File: src/hw/rtl/chc_pkg.sv
// Shared types, constants and small lookup functions for the compass heading block.
// Used by chc_calib, chc_cordic and compass_heading_with_calibration.
package chc_pkg;

	localparam int SAMPLE_BITS_DEF  = 16;
	localparam int CORDIC_STEPS_DEF = 16;
	localparam int IN_BITS          = 16;   // width of the sample ports
	localparam int ANGLE_BITS       = 23;   // unsigned Q16 degrees, 0..90<<16
	localparam int Z_BITS           = 24;   // signed angle accumulator
	localparam int RAW_BITS         = 25;   // Q16 raw heading, 0..360<<16
	localparam int HEAD_BITS        = 9;
	localparam int CODE_BITS        = 3;
	localparam int DECL_BITS        = 9;
	localparam int SUM_BITS         = 11;   // raw heading plus declination, signed
	localparam int ATAN_IDX_BITS    = 5;

	localparam logic [DECL_BITS-1:0]  DECL_RESET = 9'd15;
	localparam logic [RAW_BITS-1:0]   DEG90_Q16  = 25'd5898240;
	localparam logic [RAW_BITS-1:0]   DEG270_Q16 = 25'd17694720;
	localparam logic [SUM_BITS-1:0]   FULL_TURN  = 11'd360;

	typedef struct packed {
		logic x_below;  // sample x under its midpoint
		logic y_above;  // sample y over its midpoint
		logic y_below;  // sample y under its midpoint
	} quad_t;

	typedef struct packed {
		logic done;
		logic busy;
	} cordic_stat_t;

	// atan(2^-i) in Q16 degrees
	function automatic logic [ANGLE_BITS-1:0] atan_q16(input logic [ATAN_IDX_BITS-1:0] idx);
		logic [ANGLE_BITS-1:0] v;
		case (idx)
			5'd0:  v = 23'd2949120;
			5'd1:  v = 23'd1740967;
			5'd2:  v = 23'd919879;
			5'd3:  v = 23'd466945;
			5'd4:  v = 23'd234379;
			5'd5:  v = 23'd117304;
			5'd6:  v = 23'd58666;
			5'd7:  v = 23'd29335;
			5'd8:  v = 23'd14668;
			5'd9:  v = 23'd7334;
			5'd10: v = 23'd3667;
			5'd11: v = 23'd1833;
			5'd12: v = 23'd917;
			5'd13: v = 23'd458;
			5'd14: v = 23'd229;
			5'd15: v = 23'd115;
			5'd16: v = 23'd57;
			5'd17: v = 23'd29;
			5'd18: v = 23'd14;
			5'd19: v = 23'd7;
			5'd20: v = 23'd4;
			5'd21: v = 23'd2;
			5'd22: v = 23'd1;
			default: v = 23'd0;
		endcase
		return v;
	endfunction

	// eight-way sector: north wraps around at 338
	function automatic logic [CODE_BITS-1:0] sector(input logic [HEAD_BITS-1:0] h);
		logic [CODE_BITS-1:0] c;
		if (h >= 9'd338)      c = 3'd0;
		else if (h >= 9'd293) c = 3'd7;
		else if (h >= 9'd248) c = 3'd6;
		else if (h >= 9'd203) c = 3'd5;
		else if (h >= 9'd158) c = 3'd4;
		else if (h >= 9'd113) c = 3'd3;
		else if (h >= 9'd68)  c = 3'd2;
		else if (h >= 9'd23)  c = 3'd1;
		else                  c = 3'd0;
		return c;
	endfunction

endpackage

File: src/hw/rtl/chc_calib.sv
// Hard-iron calibration: running per-axis min/max, midpoints and sample offsets.
// Depends on chc_pkg.
module chc_calib #(
	parameter int SAMPLE_BITS = chc_pkg::SAMPLE_BITS_DEF
) (
	input  logic                          clk,
	input  logic                          arst_n,
	input  logic                          load,     // sample transfer
	input  logic                          mid_en,   // latch midpoints
	input  logic [chc_pkg::IN_BITS-1:0]   x_in,
	input  logic [chc_pkg::IN_BITS-1:0]   y_in,
	output logic [SAMPLE_BITS-1:0]        tx,
	output logic [SAMPLE_BITS-1:0]        ty,
	output chc_pkg::quad_t                quad
);

	localparam logic [SAMPLE_BITS-1:0] CENTER = {1'b1, {(SAMPLE_BITS-1){1'b0}}};

	logic [SAMPLE_BITS-1:0] xs, ys;
	logic [SAMPLE_BITS-1:0] xs_q, ys_q;
	logic [SAMPLE_BITS-1:0] x_max_q, x_min_q, y_max_q, y_min_q;
	logic [SAMPLE_BITS-1:0] mid_x_q, mid_y_q;

	assign xs = SAMPLE_BITS'(x_in);
	assign ys = SAMPLE_BITS'(y_in);

	always_ff @(posedge clk or negedge arst_n) begin
		if (!arst_n) begin
			x_max_q <= CENTER;
			x_min_q <= CENTER;
			y_max_q <= CENTER;
			y_min_q <= CENTER;
		end else if (load) begin
			if (xs > x_max_q) x_max_q <= xs;
			if (xs < x_min_q) x_min_q <= xs;
			if (ys > y_max_q) y_max_q <= ys;
			if (ys < y_min_q) y_min_q <= ys;
		end
	end

	always_ff @(posedge clk) begin
		if (load) begin
			xs_q <= xs;
			ys_q <= ys;
		end
		if (mid_en) begin
			mid_x_q <= (x_max_q >> 1) + (x_min_q >> 1);
			mid_y_q <= (y_max_q >> 1) + (y_min_q >> 1);
		end
	end

	always_comb begin
		quad.x_below = xs_q < mid_x_q;
		quad.y_above = ys_q > mid_y_q;
		quad.y_below = ys_q < mid_y_q;
		tx = quad.x_below ? mid_x_q - xs_q : xs_q - mid_x_q;
		ty = quad.y_below ? mid_y_q - ys_q : ys_q - mid_y_q;
	end

endmodule

File: src/hw/rtl/chc_cordic.sv
// Iterative CORDIC vectoring unit: atan(ty/tx) in Q16 degrees, one step per cycle.
// Depends on chc_pkg for the arctangent table and angle widths.
module chc_cordic #(
	parameter int SAMPLE_BITS  = chc_pkg::SAMPLE_BITS_DEF,
	parameter int CORDIC_STEPS = chc_pkg::CORDIC_STEPS_DEF
) (
	input  logic                              clk,
	input  logic                              arst_n,
	input  logic                              start,
	input  logic [SAMPLE_BITS-1:0]            tx,
	input  logic [SAMPLE_BITS-1:0]            ty,
	output chc_pkg::cordic_stat_t             stat,
	output logic [chc_pkg::ANGLE_BITS-1:0]    angle
);

	localparam int W  = SAMPLE_BITS + 19;
	localparam int CW = $clog2(CORDIC_STEPS);
	localparam logic [CW-1:0] LAST = CW'(CORDIC_STEPS - 1);
	localparam logic signed [chc_pkg::Z_BITS-1:0] Z90 =
		chc_pkg::Z_BITS'(chc_pkg::DEG90_Q16);

	logic signed [W-1:0]              x_q, y_q, dx, dy;
	logic signed [chc_pkg::Z_BITS-1:0] z_q, t;
	logic [CW-1:0]                    i_q;
	logic                             busy_q, done_q;

	// shared shift/add unit
	assign dx = y_q >>> i_q;
	assign dy = x_q >>> i_q;
	assign t  = signed'({1'b0, chc_pkg::atan_q16(chc_pkg::ATAN_IDX_BITS'(i_q))});

	always_ff @(posedge clk or negedge arst_n) begin
		if (!arst_n) begin
			busy_q <= 1'b0;
			done_q <= 1'b0;
			i_q    <= '0;
		end else begin
			done_q <= 1'b0;
			if (start) begin
				i_q <= '0;
				if (ty == '0 || tx == '0) begin
					done_q <= 1'b1;
				end else begin
					busy_q <= 1'b1;
				end
			end else if (busy_q) begin
				i_q <= i_q + 1'b1;
				if (i_q == LAST) begin
					busy_q <= 1'b0;
					done_q <= 1'b1;
				end
			end
		end
	end

	always_ff @(posedge clk) begin
		if (start) begin
			x_q <= signed'({3'b000, tx, 16'h0000});
			y_q <= signed'({3'b000, ty, 16'h0000});
			if (ty == '0)      z_q <= '0;
			else if (tx == '0) z_q <= Z90;
			else               z_q <= '0;
		end else if (busy_q) begin
			if (!y_q[W-1]) begin
				x_q <= x_q + dx;
				y_q <= y_q - dy;
				z_q <= z_q + t;
			end else begin
				x_q <= x_q - dx;
				y_q <= y_q + dy;
				z_q <= z_q - t;
			end
		end
	end

	always_comb begin
		if (z_q[chc_pkg::Z_BITS-1])
			angle = '0;
		else if (z_q > Z90)
			angle = chc_pkg::ANGLE_BITS'(Z90);
		else
			angle = z_q[chc_pkg::ANGLE_BITS-1:0];
	end

	assign stat.done = done_q;
	assign stat.busy = busy_q;

endmodule

File: src/hw/rtl/compass_heading_with_calibration.sv
// Compass heading with running hard-iron calibration: top level, sequencer and output.
// Depends on chc_pkg, chc_calib and chc_cordic.
//
// Use:
//   Sample channel: sample_valid / sample_stall with x_sample, y_sample. A transfer
//   happens when sample_valid is high and sample_stall low. sample_stall is high
//   from the transfer until the item has been handed to the output register.
//   Result channel: heading_valid / heading_stall with heading_deg (0..359) and
//   direction_code (0 N .. 7 NW). The receiver holds heading_stall high to wait;
//   the result stays in the output register and the next sample may already be
//   taken, but it then waits at its last step until the register is free.
//   Config channel: cfg_valid / cfg_ready with declination_deg (signed degrees);
//   cfg_ready is always high. Write only while no item is in flight.
// Sequence:
//   After a transfer the sequencer latches the midpoints, starts the CORDIC, waits for
//   its iterations in the single shared shift/add unit, then adds declination, wraps,
//   finds the sector and loads the output register. A zero y or x offset skips the
//   iterations. One sample at a time is in flight; the next transfer can be taken
//   as soon as the result is loaded into the output register, while heading_valid
//   is high.
// Reset:
//   arst_n clears the min/max trackers to the center code, declination to 15,
//   and empties the output register.
module compass_heading_with_calibration #(
	parameter int SAMPLE_BITS  = chc_pkg::SAMPLE_BITS_DEF,
	parameter int CORDIC_STEPS = chc_pkg::CORDIC_STEPS_DEF
) (
	input  logic                             clk,
	input  logic                             arst_n,
	input  logic                             sample_valid,
	output logic                             sample_stall,
	input  logic [chc_pkg::IN_BITS-1:0]      x_sample,
	input  logic [chc_pkg::IN_BITS-1:0]      y_sample,
	output logic                             heading_valid,
	input  logic                             heading_stall,
	output logic [chc_pkg::HEAD_BITS-1:0]    heading_deg,
	output logic [chc_pkg::CODE_BITS-1:0]    direction_code,
	input  logic                             cfg_valid,
	output logic                             cfg_ready,
	input  logic [chc_pkg::DECL_BITS-1:0]    declination_deg
);

	// sequencer states
	localparam logic [2:0] ST_IDLE = 3'd0;  // waiting for a sample
	localparam logic [2:0] ST_MID  = 3'd1;  // trackers updated, latch midpoints
	localparam logic [2:0] ST_OFFS = 3'd2;  // offsets ready, kick the CORDIC
	localparam logic [2:0] ST_WAIT = 3'd3;  // CORDIC iterating
	localparam logic [2:0] ST_HEAD = 3'd4;  // declination, wrap, sector, output

	logic [2:0]                       state_q;
	logic                             sample_xfer, out_free;
	logic [chc_pkg::DECL_BITS-1:0]    decl_q;
	logic [chc_pkg::HEAD_BITS-1:0]    raw_deg_q;
	logic [SAMPLE_BITS-1:0]           tx, ty;
	chc_pkg::quad_t                   quad;
	chc_pkg::cordic_stat_t            cstat;
	logic [chc_pkg::ANGLE_BITS-1:0]   angle;
	logic [chc_pkg::RAW_BITS-1:0]     base, raw_q16;
	logic signed [chc_pkg::SUM_BITS-1:0] sum;
	logic [chc_pkg::SUM_BITS-1:0]     wrapped;
	logic [chc_pkg::HEAD_BITS-1:0]    head;
	logic                             out_valid_q;
	logic [chc_pkg::HEAD_BITS-1:0]    head_q;
	logic [chc_pkg::CODE_BITS-1:0]    code_q;

	assign sample_stall = (state_q != ST_IDLE);
	assign sample_xfer  = sample_valid && !sample_stall;
	assign out_free     = !out_valid_q || !heading_stall;
	assign cfg_ready    = 1'b1;

	chc_calib #(
		.SAMPLE_BITS(SAMPLE_BITS)
	) u_calib (
		.clk    (clk),
		.arst_n (arst_n),
		.load   (sample_xfer),
		.mid_en (state_q == ST_MID),
		.x_in   (x_sample),
		.y_in   (y_sample),
		.tx     (tx),
		.ty     (ty),
		.quad   (quad)
	);

	chc_cordic #(
		.SAMPLE_BITS  (SAMPLE_BITS),
		.CORDIC_STEPS (CORDIC_STEPS)
	) u_cordic (
		.clk    (clk),
		.arst_n (arst_n),
		.start  (state_q == ST_OFFS),
		.tx     (tx),
		.ty     (ty),
		.stat   (cstat),
		.angle  (angle)
	);

	// quadrant mapping: 90 -/+ a when x is under its midpoint, else 270 -/+ a
	always_comb begin
		base = quad.x_below ? chc_pkg::DEG90_Q16 : chc_pkg::DEG270_Q16;
		if (quad.x_below ? quad.y_above : quad.y_below)
			raw_q16 = base - chc_pkg::RAW_BITS'(angle);
		else
			raw_q16 = base + chc_pkg::RAW_BITS'(angle);
	end

	// add declination and wrap into 0..359; the sum stays within -256..615
	always_comb begin
		sum = signed'({2'b00, raw_deg_q}) + chc_pkg::SUM_BITS'(signed'(decl_q));
		if (sum[chc_pkg::SUM_BITS-1])
			wrapped = unsigned'(sum) + chc_pkg::FULL_TURN;
		else if (unsigned'(sum) >= chc_pkg::FULL_TURN)
			wrapped = unsigned'(sum) - chc_pkg::FULL_TURN;
		else
			wrapped = unsigned'(sum);
		head = wrapped[chc_pkg::HEAD_BITS-1:0];
	end

	always_ff @(posedge clk or negedge arst_n) begin
		if (!arst_n) begin
			state_q     <= ST_IDLE;
			decl_q      <= chc_pkg::DECL_RESET;
			out_valid_q <= 1'b0;
		end else begin
			if (cfg_valid && cfg_ready)
				decl_q <= declination_deg;
			// load wins over the drain of the previous result
			if (state_q == ST_HEAD && out_free)
				out_valid_q <= 1'b1;
			else if (out_valid_q && !heading_stall)
				out_valid_q <= 1'b0;
			unique case (state_q)
				ST_IDLE: begin
					if (sample_xfer)
						state_q <= ST_MID;
				end
				ST_MID:  state_q <= ST_OFFS;
				ST_OFFS: state_q <= ST_WAIT;
				ST_WAIT: begin
					if (cstat.done)
						state_q <= ST_HEAD;
				end
				ST_HEAD: begin
					if (out_free)
						state_q <= ST_IDLE;
				end
				default: state_q <= ST_IDLE;
			endcase
		end
	end

	always_ff @(posedge clk) begin
		if (state_q == ST_WAIT && cstat.done)
			raw_deg_q <= raw_q16[chc_pkg::RAW_BITS-1:16];
		if (state_q == ST_HEAD && out_free) begin
			head_q <= head;
			code_q <= chc_pkg::sector(head);
		end
	end

	assign heading_valid  = out_valid_q;
	assign heading_deg    = head_q;
	assign direction_code = code_q;

`ifndef SYNTHESIS
	a_xfer_starts: assert property (@(posedge clk) disable iff (!arst_n)
		sample_xfer |=> state_q == ST_MID)
		else $error("sample transfer did not start the sequencer");

	a_done_in_wait: assert property (@(posedge clk) disable iff (!arst_n)
		cstat.done |-> state_q == ST_WAIT)
		else $error("CORDIC finished outside its wait state");

	a_no_busy_idle: assert property (@(posedge clk) disable iff (!arst_n)
		cstat.busy |-> state_q == ST_WAIT)
		else $error("CORDIC iterating while sequencer not waiting");

	a_heading_range: assert property (@(posedge clk) disable iff (!arst_n)
		heading_valid |-> heading_deg < 9'd360)
		else $error("heading out of range");

	a_north_wrap: assert property (@(posedge clk) disable iff (!arst_n)
		heading_valid && heading_deg >= 9'd338 |-> direction_code == 3'd0)
		else $error("north sector wrong near 360");
`endif

endmodule

File: config.mk
export PLATFORM = sky130hd
export DESIGN_NAME = compass_heading_with_calibration
export DESIGN_NICKNAME = d
export VERILOG_FILES = /design/src/hw/rtl/chc_pkg.sv /design/src/hw/rtl/chc_calib.sv /design/src/hw/rtl/chc_cordic.sv /design/src/hw/rtl/compass_heading_with_calibration.sv
export SDC_FILE = /design/constraint.sdc
export NUM_CORES = 1
export LEC_CHECK = 0
export BUFFER_PORTS_ARGS = -buffer_cell sky130_fd_sc_hd__buf_2
export CAP_MARGIN = 10
export CORE_AREA = 2 2 252 254
export CTS_CLUSTER_DIAMETER = 100
export DETAILED_ROUTE_END_ITERATION = 10
export DIE_AREA = 0 0 254 256
export GPL_TIMING_DRIVEN = 1
export PLACE_DENSITY = 0.6
export SYNTH_ARGS = -nofsm -noshare
export SYNTH_HDL_FRONTEND = slang
export SYNTH_SLANG_ARGS = --single-unit
File: constraint.sdc
create_clock -name clk -period 14.8 [get_ports clk]
set_input_delay 0 -clock clk [delete_from_list [all_inputs] [get_ports clk]]
set_output_delay 0 -clock clk [all_outputs]
set_load 0.02 [all_outputs]
After elaboration in Yosys (flattened, before gate mapping)
Memories as Yosys holds them, arrays and structs flattened.
Cells that the tools add are included.
- add/sub/neg operators: 18
- reductions and logical operators: 20
- order comparisons: 17
- mux-type cells: 43
- equal/unequal tests: 9
- shift-type cells: 2
- operators by type and width (kind ; count):
    $mux W32 ; 4
    $mux W24 ; 4
    $add A35 B35 Y35 ; 2
    $mux W35 ; 2
    $sshr A35 B4 Y35 ; 2
    $sub A35 B35 Y35 ; 2
    $mux W23 ; 3
    $lt A16 B16 Y1 ; 4
    $sub A16 B16 Y16 ; 4
    $mux W25 ; 2
    $gt A16 B16 Y1 ; 3
    $add A15 B15 Y16 ; 2
    $logic_not A16 Y1 ; 2
    $mux W16 ; 2
    $ge A9 B8 Y1 const B ; 3
    $add A25 B23 Y25 ; 1
    $sub A25 B23 Y25 ; 1
    $add A24 B24 Y24 ; 1
    $gt A24 B24 Y1 const B ; 1
    $sub A24 B24 Y24 ; 1
    $mux W3 ; 7
    $ge A9 B7 Y1 const B ; 2
    $ge A9 B9 Y1 const B ; 2
    $mux W9 ; 2
    other kinds (24) ; 50
- memories: 1
- input port bits: 46
- output and inout port bits: 15
- logic and storage cells: 132
- ROM bits: 352
- register bits: 262
- memory list (memory ; depth ; bits a word ; rd ports ; clocked after Yosys merged registers in ; write ports ; line ; text):
    (name not given) ; 16 ; 22 ; 1 ; 0 ; 0 ; chc_pkg.sv:36 ; case (idx)

Logic depth before layout (Yosys ltp)
- word-level depth: 12
- mapped depth: 29
- gate-level depth less buffers: 24

Hierarchy
A second synthesis with hierarchy kept.
- cells, all modules: 3174
- area total of the unflattened synthesis: 28473.6 sq um
- by module, submodules not included (module ; cells an instance ; instances ; area each (sq um) ; sequential area each (sq um)):
    chc_cordic ; 1842 ; 1 ; 15351.0 ; 2592.5
    chc_calib ; 1010 ; 1 ; 10078.4 ; 3528.4
    compass_heading_with_calibration ; 322 ; 1 ; 3044.2 ; 960.9

Least setup slack after synthesis
No wires, ideal clock.
- kind: register to register
- start: reg u_cordic.i_q[1]
- end: reg u_cordic.z_q[23] in the netlist's numbering, data pin
- path buffers: 5
- slack: 9.033 ns
- library setup time: 0.266 ns
- period minus slack after synthesis: 5.767 ns
- stages on the path, launching flop included: 27
- arrival: 5.501 ns
- path through: dfrtp_1 > buf_2 > buf_2 > buf_1 > buf_2 > clkinv_1 > ha_1 > nor2_1 > o31ai_1 > ha_1 > and2_1 > nand2_1 > nor3_1 > or2_2 > clkbuf_1 > xnor2_1 > ha_1 > nor2b_1 > nor4_1 > a21oi_1 > a41o_1 > o221a_2 > o21ai_0 > a21oi_1 > a31oi_1 > xnor2_1 > nor2_1
- word-level cells in the longest chain between the ends: 5
- RTL lines (what ; line ; text):
    start, declared ; chc_cordic.sv:24 ; logic [CW-1:0] i_q;
    start signal, assigned ; chc_cordic.sv:47 ; i_q <= i_q + 1'b1;
    $mem_v2 Z16 W22 * ; n/a ;
    $add A24 B24 Y24 / $sub A24 B24 Y24 (equally long branches) ; chc_cordic.sv:67, chc_cordic.sv:71 ;
    $mux W24 * ; chc_cordic.sv:64 ; if (!y_q[W-1]) begin
    $mux W24 * ; chc_cordic.sv:63 ; end else if (busy_q) begin
    $mux W24 * ; chc_cordic.sv:57 ; if (start) begin
    end signal, assigned ; chc_cordic.sv:67 ; z_q <= z_q + t;
    end signal, assigned ; chc_cordic.sv:71 ; z_q <= z_q - t;
    end, declared ; chc_cordic.sv:23 ; logic signed [chc_pkg::Z_BITS-1:0] z_q, t;
Mark *: on every way between the ends. The rest lies on a longest branch, timed or not. The select of a mux whose other input is x is not followed.
A chain may end at the register's enable or synchronous reset.

Final worst setup path
- start: reg u_cordic.i_q[0]
- end: reg u_cordic.x_q[34]
- word-level cells in the longest chain between the ends: 3
- RTL lines (what ; line ; text):
    $sshr A35 B4 Y35 * ; chc_cordic.sv:28 ; assign dx = y_q >>> i_q;
    $add A35 B35 Y35 / $sub A35 B35 Y35 (equally long branches) ; chc_cordic.sv:65, chc_cordic.sv:69 ;
    $mux W35 * ; chc_cordic.sv:64 ;
    end signal, assigned ; chc_cordic.sv:58 ; x_q <= signed'({3'b000, tx, 16'h0000});
    end signal, assigned ; chc_cordic.sv:65 ; x_q <= x_q + dx;
    end signal, assigned ; chc_cordic.sv:69 ; x_q <= x_q - dx;
    end, declared ; chc_cordic.sv:22 ; logic signed [W-1:0] x_q, y_q, dx, dy;
Mark *: on every way between the ends. The rest lies on a longest branch, timed or not.

==> results by group <==
Status
  • Status: finished, final reports clean

Setup path
  • Crit path required time: 15.21 ns
  • CP Data Arrival Time: 7.36 ns
  • Startpoint Class: flop
  • Crit Path Category: reg2reg
  • Worst reg2reg setup slack: 7.85 ns
  • Crit Path Max Fanout: 56
  • Worst Reg2Reg Path Length in Cells: 22
  • Setup crit end kind: flop

STA
  • Fmax: between 100 and 150 MHz
  • Max Slew Vio Count: 0
  • Hold Slack: about 0.038 ns
  • RSZ-0062 raised after global routing: no
  • Period utilization: a little under half
  • Final Setup Violations: 0
  • Setup_tns: 0 ns
  • Worst-Margin Slew: 1.158 ns
  • Min Clock Period, post-route: 6.949 ns
  • Hold Vio Cnt, Final: 0
  • Final Skew: approximately 0.027 ns
  • Relative slew margins: 22.59%

GRT
  • Overall routing resource usage: 21.03%
  • First-pass GRT wire length: about 110 mm
  • Vias in the first global route: between 20000 and 25000
  • Initial antenna violation count: 1
  • Grt total ovfl: 0
  • Largest net degree at the start of global routing: 70

Synthesis
  • Synthesized area per cell: 9.075 µm²
  • Post-synth EDFFs: around 140
  • Synth top area cells: edfxtp_1 16%, ha_1 13%, dfrtp_1 7.1%
  • Post-Syn Area: 0.02660 mm²
  • Post-synth cell types: 104
  • Top-area cell type share of the netlist area: 15.92%
  • Synth Net Count: 3257
  • Yosys warnings: 0
  • Post-synth top area cell: edfxtp_1
  • Asr flop ratio synth: 31.68%
  • Cells after Synth: 2931
  • Yosys reg bits: 262
  • Seq/Total Area, Yosys: 26.63%
  • Top FF cell, synth: edfxtp_1

Place
  • Placed Area: 0.02763 mm²
  • Placed wire-length estimate: 52.21 mm
  • Placer Congestion: 0.9189
  • I/O Buffers: 59
  • Placed Cells: roughly 3700

Routing
  • Drt pass-1 iters: 6
  • Antenna Nets Post-Route: 0
  • Final wirelength: 69.07 mm
  • Iter 0 DRT Violations: 1459
  • Wire per inst: roughly 18 µm
  • Via count: 22270
  • Residual DRC count: 0
  • Via/cell ratio: 5.766

Cells and area
  • Commonest non-fill, non-tap cell in the layout: ha_1
  • Commonest cells after routing, fill and taps aside: 270 x ha_1, 235 x a21oi_1, 231 x nor2_1
  • Multi-input gate area: 0.01816 mm²
  • Layout cell share with drive strength beyond 1: 12.14%
  • Fillers: 5977
  • Nets: 3315
  • Inserted Diodes: 0
  • Post-Layout Inst Area: 0.02930 mm²
  • Area delta synth->final: 10.15%
  • Flip-flop and latch area: 0.007092 mm²
  • Fin cells: 3862

Floorplan
  • Die H: 256 µm
  • Die ar.: between 0.06 and 0.07 mm²
  • Row count: 92
  • Core footprint: 0.06239 mm²
  • Initial Utilization: between 40 and 50%
  • Die Width: 254 µm
  • IO Count: 61

Clock network
  • Clk sink count: 262
  • CTS Buffer Depth: 3
  • CTS root buffer: clkbuf_16
  • Num CTS Buffers: 35
  • H-tree depth: 2
  • Clk slew on worst S/H paths: 0.06 ns
  • Clock Latency Late Sink: 0.57 ns
  • CTS resizes: 0
  • CTS tree: yes

Flow run
  • Max Cap Violations: 0

Hold path
  • Worst hold path type: in2async
## final cells by class
| class | count | area share (%) |
|---|---|---|
| Tap cell | 846 | 3.613 |
| Clock buffer | 47 | 3.288 |
| Inverter | 230 | 2.947 |
| Clock inverter | 17 | 0.4783 |
| Multi-Input combinational cell | 2324 | 61.97 |
| Sequential cell | 262 | 24.21 |
| Timing Repair Buffer | 136 | 3.493 |
## per-layer routing
metal / vias to the layer above / global-route usage (%) / wire, µm
li1: 10890 / - / -
met1: 10680 / 28.26 / 31450
met2: 589 / 35.45 / 32810
met3: 106 / 2.054 / 2995
met4: 0 / 6.683 / 1811
met5: - / 0 / 0
## path summary, 6_finish.rpt
path / start / end
max in group asynchronous: arst_n / u_calib.y_min_q[4]
max: u_cordic.i_q[0] / u_cordic.x_q[34]
max reg2reg: u_cordic.i_q[0] / u_cordic.x_q[34]
min reg2reg: u_cordic.x_q[0] / u_cordic.x_q[0]
min: arst_n / u_calib.x_min_q[15]
min in group clk: x_sample[0] / u_calib.xs_q[0]
## registers in the layout, summed over array words and instances, names as in the netlist
name and count:
u_cordic.x_q 35, u_calib.y_max_q 16, u_cordic.i_q 4, heading_valid 1
decl_q 9, state_q 3, u_calib.x_min_q 16, u_calib.mid_y_q 16
u_calib.y_min_q 16, u_cordic.z_q 24, raw_deg_q 9, direction_code 3
u_calib.ys_q 16, u_cordic.busy_q 1, u_cordic.y_q 35, u_cordic.done_q 1
u_calib.mid_x_q 16, u_calib.x_max_q 16, heading_deg 9, u_calib.xs_q 16
## worst max-delay path: stages, from the launching register on
cell and delay (ns):
dfrtp_4 0.63, buf_4 0.77, mux4_1 0.74, mux4_1 0.62, nor4_4 0.35, nand3_2 0.14, nor3_1 0.58, inv_1 0.14
o21ai_0 0.24, xnor2_1 0.15, ha_1 0.24, a21o_1 0.13, a21o_1 0.10, a21o_1 0.13, a21oi_1 0.06, o21ai_0 0.48
a22oi_1 0.16, o311a_1 0.18, o41ai_1 0.47, xnor2_1 0.17, nand2_1 0.08, xnor2_1 0.15, nor2_1 0.05
## through the flow
stage	util (%)	setup slack (ns)
6_report	46.96	7.851
5_1_grt	46.96	7.443
4_1_cts	46.96	7.875
3_5_place_dp	44.29	7.879
3_3_place_gp	44.29	8.065
2_1_floorplan	-	9.033
## cells by family after synthesis
group | Yosys count | share of synthesized area, %
compound gates | 797 | 19.18
simple gates | 754 | 13.91
buf+inv | 345 | 5.184
fa+ha+maj | 280 | 13.45
mux | 268 | 14.25
flops | 262 | 26.63
xor+xnor | 224 | 7.376
other cells | 1 | 0.01410
## cell usage after synthesis, types with 76 or more instances
library cell	number
inv_1	224
mux2_2	102
o21ai_0	162
xnor2_1	148
xor2_1	76
edfxtp_1	141
mux2i_1	91
nor2_1	232
a21o_1	98
ha_1	270
a21oi_1	235
nand2_1	187
## timing repair
action	CTS	global route
hold buffers	55	0
endpoints found under the hold margin	148	0
buffers inserted	0	0
Power is left out: the tool's default activity adds up to more than one toggle a clock period on the data nets, which glitch-free logic cannot reach.
